<file path="src/rtl/core/rlsw_pkg.sv">
`timescale 1ns / 1ps

package rlsw_pkg;

  localparam int unsigned SEQ_W   = 7;
  localparam int unsigned LEN_W   = 16;
  localparam int unsigned Q_DEPTH = 4;
  localparam int unsigned MAX_RES = 3;

  localparam logic [LEN_W-1:0] INFO_HDR_LEN = 16'd6;
  localparam logic [LEN_W-1:0] SUP_HDR_LEN  = 16'd2;
  localparam logic [3:0]       RETRY_SAT    = 4'd15;

  localparam logic [3:0]  RST_RETRY_LIMIT        = 4'd10;
  localparam logic [15:0] RST_RETRANSMIT_TIMEOUT = 16'd200;

  // configuration register indexes
  localparam logic REG_RETRY_LIMIT        = 1'b0;
  localparam logic REG_RETRANSMIT_TIMEOUT = 1'b1;

  typedef enum logic [2:0] {
    OP_CMD_RX   = 3'd0,
    OP_RSP_RX   = 3'd1,
    OP_TIMER    = 3'd2,
    OP_SEND     = 3'd3,
    OP_LINK_UP  = 3'd4,
    OP_LINK_DN  = 3'd5
  } rlsw_op_t;

  typedef enum logic [3:0] {
    ACT_NONE    = 4'd0,
    ACT_CANCEL  = 4'd1,
    ACT_RELEASE = 4'd2,
    ACT_RR      = 4'd3,
    ACT_DELIVER = 4'd4,
    ACT_START   = 4'd5,
    ACT_INFO    = 4'd6,
    ACT_BOUNCE  = 4'd7,
    ACT_REFUSED = 4'd8,
    ACT_TOOBIG  = 4'd9
  } rlsw_act_t;

  typedef struct packed {
    logic [2:0]       operation;
    logic             hdr_supervisory;
    logic             hdr_poll;
    logic [SEQ_W-1:0] hdr_seq;
    logic [SEQ_W-1:0] hdr_ack;
    logic [LEN_W-1:0] hdr_length;
    logic [LEN_W-1:0] byte_count;
    logic [SEQ_W-1:0] timer_seq;
    logic [LEN_W-1:0] frame_protocol;
  } rlsw_item_t;

  typedef struct packed {
    rlsw_act_t        action;
    logic [SEQ_W-1:0] seq;
    logic [SEQ_W-1:0] ack;
    logic             poll_final;
    logic [LEN_W-1:0] protocol;
    logic [LEN_W-1:0] length;
    logic [LEN_W-1:0] timeout;
    logic             last;
  } rlsw_res_t;

endpackage

</file>
<file path="src/rtl/core/reliable_link_stop_and_wait.sv">
`timescale 1ns / 1ps
// Stop-and-wait link layer (one outstanding info packet, modulo-128 numbering).
// Input channel: in_valid / in_stall carry one event transaction (received
//   command or response header, timer expiry, send request, layer up/down).
// Output channel: out_valid / out_stall carry action transactions, 0 to 3 per
//   event, in order; last marks the final action of an event. Events that
//   cause no action produce no output transaction.
// Configuration: APB-style port, retry_limit at 0x0, retransmit_timeout
//   at 0x4; write only while the block is idle.
// Flow: an event is registered at acceptance and evaluated from that register;
//   its actions are written together to a 4-entry result queue, whose head
//   drives the output channel.
// Throughput: one event per cycle while the queue has room for all of that
//   event's actions; the queue drains one action per cycle while out_stall
//   is low.
// Stall: while out_stall is high the head action holds; the queue fills and
//   in_stall rises when the registered event no longer fits.
// Reset (rst, synchronous): link down, V(S)=V(R)=0, retry count and busy flag
//   cleared, queue emptied, registers back to 10 and 200 ms.
module reliable_link_stop_and_wait #(
  parameter int unsigned MAX_INFO_LEN = 1024
) (
  input  logic        clk,
  input  logic        rst,
  // input channel
  input  logic        in_valid,
  output logic        in_stall,
  input  logic [2:0]  operation,
  input  logic        hdr_supervisory,
  input  logic [1:0]  hdr_kind,
  input  logic        hdr_poll,
  input  logic [6:0]  hdr_seq,
  input  logic [6:0]  hdr_ack,
  input  logic [15:0] hdr_length,
  input  logic [15:0] byte_count,
  input  logic [6:0]  timer_seq,
  input  logic [15:0] frame_protocol,
  // output channel
  output logic        out_valid,
  input  logic        out_stall,
  output logic [3:0]  action,
  output logic [6:0]  out_seq,
  output logic [6:0]  out_ack,
  output logic        out_poll_final,
  output logic [15:0] out_protocol,
  output logic [15:0] out_length,
  output logic [15:0] out_timeout,
  output logic        last,
  // configuration
  input  logic        psel,
  input  logic        penable,
  input  logic        pwrite,
  input  logic [2:0]  paddr,
  input  logic [31:0] pwdata,
  output logic [31:0] prdata,
  output logic        pready
);

  localparam logic [15:0] MaxInfoLen = 16'(MAX_INFO_LEN);

  // ---------------------------------------------------------------- config
  logic [3:0]  retry_limit;
  logic [15:0] retransmit_timeout;
  logic        cfg_wr;

  assign pready = 1'b1;
  assign cfg_wr = psel && penable && pwrite;

  always_ff @(posedge clk) begin
    if (rst) begin
      retry_limit        <= rlsw_pkg::RST_RETRY_LIMIT;
      retransmit_timeout <= rlsw_pkg::RST_RETRANSMIT_TIMEOUT;
    end else if (cfg_wr) begin
      if (paddr[2] == rlsw_pkg::REG_RETRY_LIMIT) begin
        retry_limit <= pwdata[3:0];
      end else begin
        retransmit_timeout <= pwdata[15:0];
      end
    end
  end

  always_comb begin
    if (paddr[2] == rlsw_pkg::REG_RETRY_LIMIT) begin
      prdata = {28'd0, retry_limit};
    end else begin
      prdata = {16'd0, retransmit_timeout};
    end
  end

  // ---------------------------------------------------------------- input register
  rlsw_pkg::rlsw_item_t item;
  logic                 item_valid;
  logic                 advance;
  logic                 in_take;

  assign in_stall = item_valid && !advance;
  assign in_take  = in_valid && !in_stall;

  always_ff @(posedge clk) begin
    if (rst) begin
      item_valid <= 1'b0;
    end else if (in_take) begin
      item_valid <= 1'b1;
    end else if (advance) begin
      item_valid <= 1'b0;
    end
  end

  // hdr_kind is ignored: every supervisory kind acts as RR
  always_ff @(posedge clk) begin
    if (in_take) begin
      item.operation       <= operation;
      item.hdr_supervisory <= hdr_supervisory;
      item.hdr_poll        <= hdr_poll ^ (hdr_kind[0] & 1'b0);
      item.hdr_seq         <= hdr_seq;
      item.hdr_ack         <= hdr_ack;
      item.hdr_length      <= hdr_length;
      item.byte_count      <= byte_count;
      item.timer_seq       <= timer_seq;
      item.frame_protocol  <= frame_protocol;
    end
  end

  // ---------------------------------------------------------------- link state
  logic        link_up,       link_up_next;
  logic [6:0]  send_var,      send_var_next;
  logic [6:0]  recv_var,      recv_var_next;
  logic [3:0]  retry_count,   retry_count_next;
  logic        tx_busy,       tx_busy_next;
  logic [15:0] held_protocol, held_protocol_next;
  logic [15:0] held_length,   held_length_next;

  always_ff @(posedge clk) begin
    if (rst) begin
      link_up       <= 1'b0;
      send_var      <= '0;
      recv_var      <= '0;
      retry_count   <= '0;
      tx_busy       <= 1'b0;
      held_protocol <= '0;
      held_length   <= '0;
    end else if (advance) begin
      link_up       <= link_up_next;
      send_var      <= send_var_next;
      recv_var      <= recv_var_next;
      retry_count   <= retry_count_next;
      tx_busy       <= tx_busy_next;
      held_protocol <= held_protocol_next;
      held_length   <= held_length_next;
    end
  end

  // ---------------------------------------------------------------- event evaluation
  rlsw_pkg::rlsw_res_t res [rlsw_pkg::MAX_RES];
  logic [1:0]          res_n;
  logic                ack_hit;
  logic                short_sup;
  logic                short_info;
  logic [3:0]          retry_inc;
  logic [6:0]          recv_inc;

  // N(R) acknowledges the outstanding packet when N(R)-1 == V(S), mod 128
  assign ack_hit    = (item.hdr_ack - 7'd1) == send_var;
  assign short_sup  = item.byte_count < rlsw_pkg::SUP_HDR_LEN;
  assign short_info = item.byte_count < rlsw_pkg::INFO_HDR_LEN;
  assign retry_inc  = (retry_count < rlsw_pkg::RETRY_SAT) ? retry_count + 4'd1 : retry_count;
  assign recv_inc   = recv_var + 7'd1;

  always_comb begin
    for (int i = 0; i < rlsw_pkg::MAX_RES; i++) begin
      res[i] = '0;
    end
    res_n              = 2'd0;
    link_up_next       = link_up;
    send_var_next      = send_var;
    recv_var_next      = recv_var;
    retry_count_next   = retry_count;
    tx_busy_next       = tx_busy;
    held_protocol_next = held_protocol;
    held_length_next   = held_length;

    unique case (item.operation)
      rlsw_pkg::OP_CMD_RX, rlsw_pkg::OP_RSP_RX: begin
        if (link_up) begin
          if (short_sup || (item.operation == rlsw_pkg::OP_CMD_RX &&
                            !item.hdr_supervisory && short_info)) begin
            // runt frame: bounce the link
            res[0].action = rlsw_pkg::ACT_CANCEL;
            res[1].action = rlsw_pkg::ACT_BOUNCE;
            res_n         = 2'd2;
            link_up_next  = 1'b0;
            tx_busy_next  = 1'b0;
          end else if (item.hdr_supervisory) begin
            if (ack_hit) begin
              res[0].action    = rlsw_pkg::ACT_CANCEL;
              res[1].action    = rlsw_pkg::ACT_RELEASE;
              res_n            = 2'd2;
              retry_count_next = '0;
              send_var_next    = send_var + 7'd1;
              tx_busy_next     = 1'b0;
            end
            // a polled supervisory command gets an RR with final set
            if (item.operation == rlsw_pkg::OP_CMD_RX && item.hdr_poll) begin
              if (ack_hit) begin
                res[2].action     = rlsw_pkg::ACT_RR;
                res[2].ack        = recv_var;
                res[2].poll_final = 1'b1;
                res_n             = 2'd3;
              end else begin
                res[0].action     = rlsw_pkg::ACT_RR;
                res[0].ack        = recv_var;
                res[0].poll_final = 1'b1;
                res_n             = 2'd1;
              end
            end
          end else if (item.operation == rlsw_pkg::OP_CMD_RX) begin
            // info command; info responses are dropped
            if (item.hdr_seq == recv_var) begin
              recv_var_next = recv_inc;
              // truncated packet: V(R) still advances, nothing emitted
              if (item.hdr_length <= item.byte_count) begin
                res[0].action   = rlsw_pkg::ACT_DELIVER;
                res[0].protocol = item.frame_protocol;
                res[0].length   = (item.hdr_length >= rlsw_pkg::INFO_HDR_LEN) ?
                                  item.hdr_length - rlsw_pkg::INFO_HDR_LEN : '0;
                res[1].action     = rlsw_pkg::ACT_RR;
                res[1].ack        = recv_inc;
                res[1].poll_final = item.hdr_poll;
                res_n             = 2'd2;
              end
            end else begin
              res[0].action     = rlsw_pkg::ACT_RR;
              res[0].ack        = recv_var;
              res[0].poll_final = item.hdr_poll;
              res_n             = 2'd1;
            end
          end
        end
      end
      rlsw_pkg::OP_TIMER: begin
        // stale expiries are ignored; honored even with the link down
        if (item.timer_seq == send_var) begin
          retry_count_next = retry_inc;
          if (retry_inc < retry_limit) begin
            res[0].action     = rlsw_pkg::ACT_INFO;
            res[0].seq        = item.timer_seq;
            res[0].ack        = recv_var;
            res[0].poll_final = 1'b1;
            res[0].protocol   = held_protocol;
            res[0].length     = held_length + rlsw_pkg::INFO_HDR_LEN;
            res[1].action     = rlsw_pkg::ACT_START;
            res[1].seq        = item.timer_seq;
            res[1].timeout    = retransmit_timeout;
          end else begin
            res[0].action = rlsw_pkg::ACT_CANCEL;
            res[1].action = rlsw_pkg::ACT_BOUNCE;
            link_up_next  = 1'b0;
            tx_busy_next  = 1'b0;
          end
          res_n = 2'd2;
        end
      end
      rlsw_pkg::OP_SEND: begin
        if (!link_up || tx_busy) begin
          res[0].action = rlsw_pkg::ACT_REFUSED;
          res_n         = 2'd1;
        end else if (item.byte_count > MaxInfoLen) begin
          res[0].action = rlsw_pkg::ACT_TOOBIG;
          res_n         = 2'd1;
        end else begin
          tx_busy_next       = 1'b1;
          held_protocol_next = item.frame_protocol;
          held_length_next   = item.byte_count;
          res[0].action      = rlsw_pkg::ACT_START;
          res[0].seq         = send_var;
          res[0].timeout     = retransmit_timeout;
          res[1].action      = rlsw_pkg::ACT_INFO;
          res[1].seq         = send_var;
          res[1].ack         = recv_var;
          res[1].poll_final  = 1'b1;
          res[1].protocol    = item.frame_protocol;
          res[1].length      = item.byte_count + rlsw_pkg::INFO_HDR_LEN;
          res_n              = 2'd2;
        end
      end
      rlsw_pkg::OP_LINK_UP: begin
        link_up_next     = 1'b1;
        send_var_next    = '0;
        recv_var_next    = '0;
        retry_count_next = '0;
        tx_busy_next     = 1'b0;
        res[0].action    = rlsw_pkg::ACT_RELEASE;
        res_n            = 2'd1;
      end
      rlsw_pkg::OP_LINK_DN: begin
        res[0].action = rlsw_pkg::ACT_CANCEL;
        res[1].action = rlsw_pkg::ACT_RELEASE;
        res_n         = 2'd2;
        link_up_next  = 1'b0;
        tx_busy_next  = 1'b0;
      end
      default: begin
        // undefined operation codes: no action, no state change
      end
    endcase

    for (int i = 0; i < rlsw_pkg::MAX_RES; i++) begin
      res[i].last = (res_n == 2'(i + 1));
    end
  end

  // ---------------------------------------------------------------- result queue
  rlsw_pkg::rlsw_res_t q_mem [rlsw_pkg::Q_DEPTH];
  logic [1:0]          rd_ptr;
  logic [1:0]          wr_ptr;
  logic [2:0]          q_count;
  logic [2:0]          q_after_pop;
  logic                pop;

  assign pop         = (q_count != 3'd0) && !out_stall;
  assign q_after_pop = q_count - {2'd0, pop};
  // evaluate only when the whole set of actions fits behind what remains
  assign advance     = item_valid && ((q_after_pop + {1'b0, res_n}) <= 3'(rlsw_pkg::Q_DEPTH));

  always_ff @(posedge clk) begin
    if (rst) begin
      rd_ptr  <= '0;
      wr_ptr  <= '0;
      q_count <= '0;
    end else begin
      rd_ptr  <= rd_ptr + {1'b0, pop};
      wr_ptr  <= advance ? wr_ptr + res_n : wr_ptr;
      q_count <= q_after_pop + (advance ? {1'b0, res_n} : 3'd0);
    end
  end

  always_ff @(posedge clk) begin
    if (advance) begin
      for (int i = 0; i < rlsw_pkg::MAX_RES; i++) begin
        if (2'(i) < res_n) begin
          q_mem[2'(wr_ptr + 2'(i))] <= res[i];
        end
      end
    end
  end

  assign out_valid      = q_count != 3'd0;
  assign action         = q_mem[rd_ptr].action;
  assign out_seq        = q_mem[rd_ptr].seq;
  assign out_ack        = q_mem[rd_ptr].ack;
  assign out_poll_final = q_mem[rd_ptr].poll_final;
  assign out_protocol   = q_mem[rd_ptr].protocol;
  assign out_length     = q_mem[rd_ptr].length;
  assign out_timeout    = q_mem[rd_ptr].timeout;
  assign last           = q_mem[rd_ptr].last;

endmodule

</file>
<file path="config.mk">
export PLATFORM = sky130hd
export DESIGN_NAME = reliable_link_stop_and_wait
export DESIGN_NICKNAME = d
export VERILOG_FILES = /design/src/rtl/core/rlsw_pkg.sv /design/src/rtl/core/reliable_link_stop_and_wait.sv
export SDC_FILE = /design/constraint.sdc
export NUM_CORES = 1
export LEC_CHECK = 0
export ABC_AREA = 1
export BUFFER_PORTS_ARGS = -buffer_cell sky130_fd_sc_hd__buf_2
export CAP_MARGIN = 20
export CORE_ASPECT_RATIO = 1.4
export CORE_MARGIN = 2
export CORE_UTILIZATION = 55
export CTS_BUF_LIST = sky130_fd_sc_hd__clkbuf_16
export CTS_CLUSTER_DIAMETER = 100
export CTS_CLUSTER_SIZE = 16
export DETAILED_ROUTE_END_ITERATION = 10
export PLACE_DENSITY_LB_ADDON = 0.15
export SLEW_MARGIN = 10
export SYNTH_ARGS = -nofsm -noshare
export SYNTH_HDL_FRONTEND = slang
export SYNTH_SLANG_ARGS = --single-unit
export TNS_END_PERCENT = 20
</file>
<file path="constraint.sdc">
create_clock -name clk -period 5.4 [get_ports clk]
set_input_delay 0.27 -clock clk [delete_from_list [all_inputs] [get_ports clk]]
set_output_delay 0.27 -clock clk [all_outputs]
set_load 0.01 [all_outputs]
</file>
==> reports/results.ini <==
[outcome]
status = finished, final reports clean

[synth]
synth.mux.area_fraction = 0
synthAdderAreaFrac = 0.01820
synth_edf_count = 118
yosysSeqAreaShare = 0.4012
synth_ff_type = dfxtp_1
synth_xor_xnor_area_share = 0.01918
yosys_register_bits = 426
yosysTopAreaCell = dfxtp_1
async_reset_ff_frac = 0
netlist_instances = 3547
yosysWarnings = 0
synth-simple-area-share = 0.3472
syn_area_per_cell_um2 = 6.822
synth-compound-area-share = 0.1135
synth_top_family_by_area = simple AND/OR/NAND/NOR gates
synthDominantCellAreaShare = 0.2548
netlist_area_um2 = 24200
ys_types = 57
synth_area_leaders = dfxtp_1 25%, nand2_1 16%, edfxtp_1 15%, nor2_1 7.6%, nand3_1 5.9%

[die]
rows = 90
initial_core_util = 0.5596
chipHeight_um = 252.2
die_width_um = 181.3
core_area_um2 = 43240
dieArea_um2 = 45710
io_pins = 221

[critical_path]
path_class = reg -> reg
required_ps = 5910
arrival_ps = 5660
worstSetupEndpointType = flop
critPathLaunchType = flop
worst-path-max-fanout = 44

[grt]
globalRouteTotalUtil = 0.3721
grt_pass1_wl_um = 132100
grt_max_degree = 100
gr-total-overflow = 0
grt_pass1_vias = 23500
grt_antenna_before_repair = 0

[clock_network]
path_clk_slew_ps = 90
cts_root_buf = clkbuf_16
cts_buffer_depth = 3
clock_latency_ps = 630
cts_tree = yes
ctsHoldBuffers = 91
post_cts_buffers = 0
numCtsBuffers = 30
post_cts_resized = 0
cts_sinks = 426
htree_levels = 1

[placement]
hpwl_um = 56310
place_inst = 4146
postPlaceCellArea_um2 = 25340
gp_congestion = 0.9632
io_buffers = 183

[pwr]
pwr-share-seq = 0.448
p_leak_nw = 13.34
p_per_area_nw_per_um2 = 342.2
p_total_mw = 9.276
intPower_mw = 5.849
switching_share = 0.3695
p_clk_frac = 0.235
netSwitchingPower_mw = 3.428
ir_drop_mv = 0.2783
p_comb_frac = 0.317

[layout]
syn_to_final_growth_pct = 12.04
drive_gt1_frac = 0.09783
finalNonFillerCells = 4283
seq_area_um2 = 9713
insertedDiodeCount = 0
post-route-util = 0.6270
final_area_um2 = 27110
nets = 3870
multi_input_area_um2 = 12130
final_cell_mix = 1,029 x nand2_1, 490 x nor2_1, 331 x inv_1
mostFrequentLayoutCell = nand2_1
fill_cells = 4023

[timing]
slew_viol_final = 0
setup_violations = 0
period_needed_ps = 5154
clock_skew_ps = 26.39
hold_viol = 0
tns_ps = 0
rsz0062_at_grt = no
max_freq_mhz = 194.0
worst_slew_pin_slew_ps = 1136
period_share = 0.9544
slew_headroom = 0.2346

[detailed_routing]
post_drt_via_cell_ratio = 5.816
post_drt_wl_per_cell_um = 20.36
dr.pass1.iters = 6
drtIter0Drc = 2809
drt.antenna.violating_nets = 0
remaining_drc_errors = 0
wirelength_um = 87200
vias = 24910

[worst_hold_path]
hp-class = in -> reg

[run]
max-cap-violations = 0

[stage by stage]
| stage | setup WS, ps | hold slack [ps] |
|---|---|---|
| 6_report | 246.4 | 125.3 |
| 4_1_cts | 352.2 | 94.13 |
| 3_5_place_dp | 365.4 | 427.1 |
| 2_1_floorplan | 932.9 | 368.9 |
| 5_1_grt | 0.9375 | 176.3 |
| 3_3_place_gp | 452.1 | 422.0 |
[synthesized netlist by cell type, drive strengths merged (18+ instances only)]
cell and n:
xor2 34, ha 32, nand2 1043, o211ai 20, a211oi 18, nor2 505, o21ai 257, edfxtp 118
o22ai 85, a21oi 111, dfxtp 308, inv 343, nand4 65, nand3 301, clkbuf 106, xnor2 19
buf 114, nor3 26
[worst max-delay path, cell delays in order, from the launching register on]
cell and delay (ps):
edfxtp_1 380, inv_1 110, ha_1 210, inv_1 80, nor2_1 60, nand4_1 80
o21ai_1 150, a21oi_2 490, nor2_2 90, nand2_4 240, ha_1 200, inv_1 50
fa_1 520, inv_1 40, o21ai_1 190, nand2_2 210, inv_2 230, buf_4 290
nand3_4 230, buf_4 330, nand2_2 130, buf_12 290, inv_2 230, nor2_1 140
nor2_1 50
[power groups by stage]
stage / Combinational (mW) / Clock (mW) / Sequential [mW]
after global routing: 3.23 / 2.31 / 4.20
final: 2.94 / 2.18 / 4.16
after CTS: 2.90 / 2.20 / 4.14
after global placement: 2.78 / 0 / 4.19
after detailed placement: 2.84 / 0 / 4.21
after floorplan: 1.95 / 0 / 4.07
[kinds of logic after synthesis]
family | count (synthesis)
flops | 426
buf+inv | 569
simple gates | 1962
other cells | 2
xor+xnor | 53
fa+ha+maj | 34
compound gates | 501
[state kept, by name, indices dropped and copies added (netlist names), 2 cells and up]
| register | count |
|---|---|
| retransmit_timeout | 16 |
| held_protocol | 16 |
| item | 74 |
| q_count | 3 |
| wr_ptr | 2 |
| retry_limit | 4 |
| recv_var | 7 |
| retry_count | 4 |
| rd_ptr | 2 |
| q_mem | 272 |
| held_length | 16 |
| send_var | 7 |
[path summary, 6_finish.rpt]
check	startpoint	to	slack, ps	depth (start not counted)
setup / recovery	item[24]	q_mem[1][38]	250	24
hold / removal	penable	retry_limit[3]	130	4
setup reg to reg	item[24]	q_mem[1][38]	250	24
hold reg to reg	q_mem[2][18]	q_mem[2][18]	440	2
[layer usage]
layer	wire, um	global-route usage	part of all wire	vias up
li1	-	-	-	11750
met1	32840	0.4618	0.38	11500
met2	40350	0.6254	0.46	1352
met3	8938	0.05360	0.10	313
met4	5062	0.2023	0.058	0
met5	0	0	0	-
[final cells by class]
cell class	instances	share of cell area
Multi-Input combinational cell	2567	0.4475
Sequential cell	426	0.3583
Timing Repair Buffer	344	0.08935
Inverter	349	0.04864
Clock buffer	31	0.02861
Tap cell	552	0.02548
Clock inverter	14	0.002123
No activity file was read; power rests on OpenSTA's default activity.
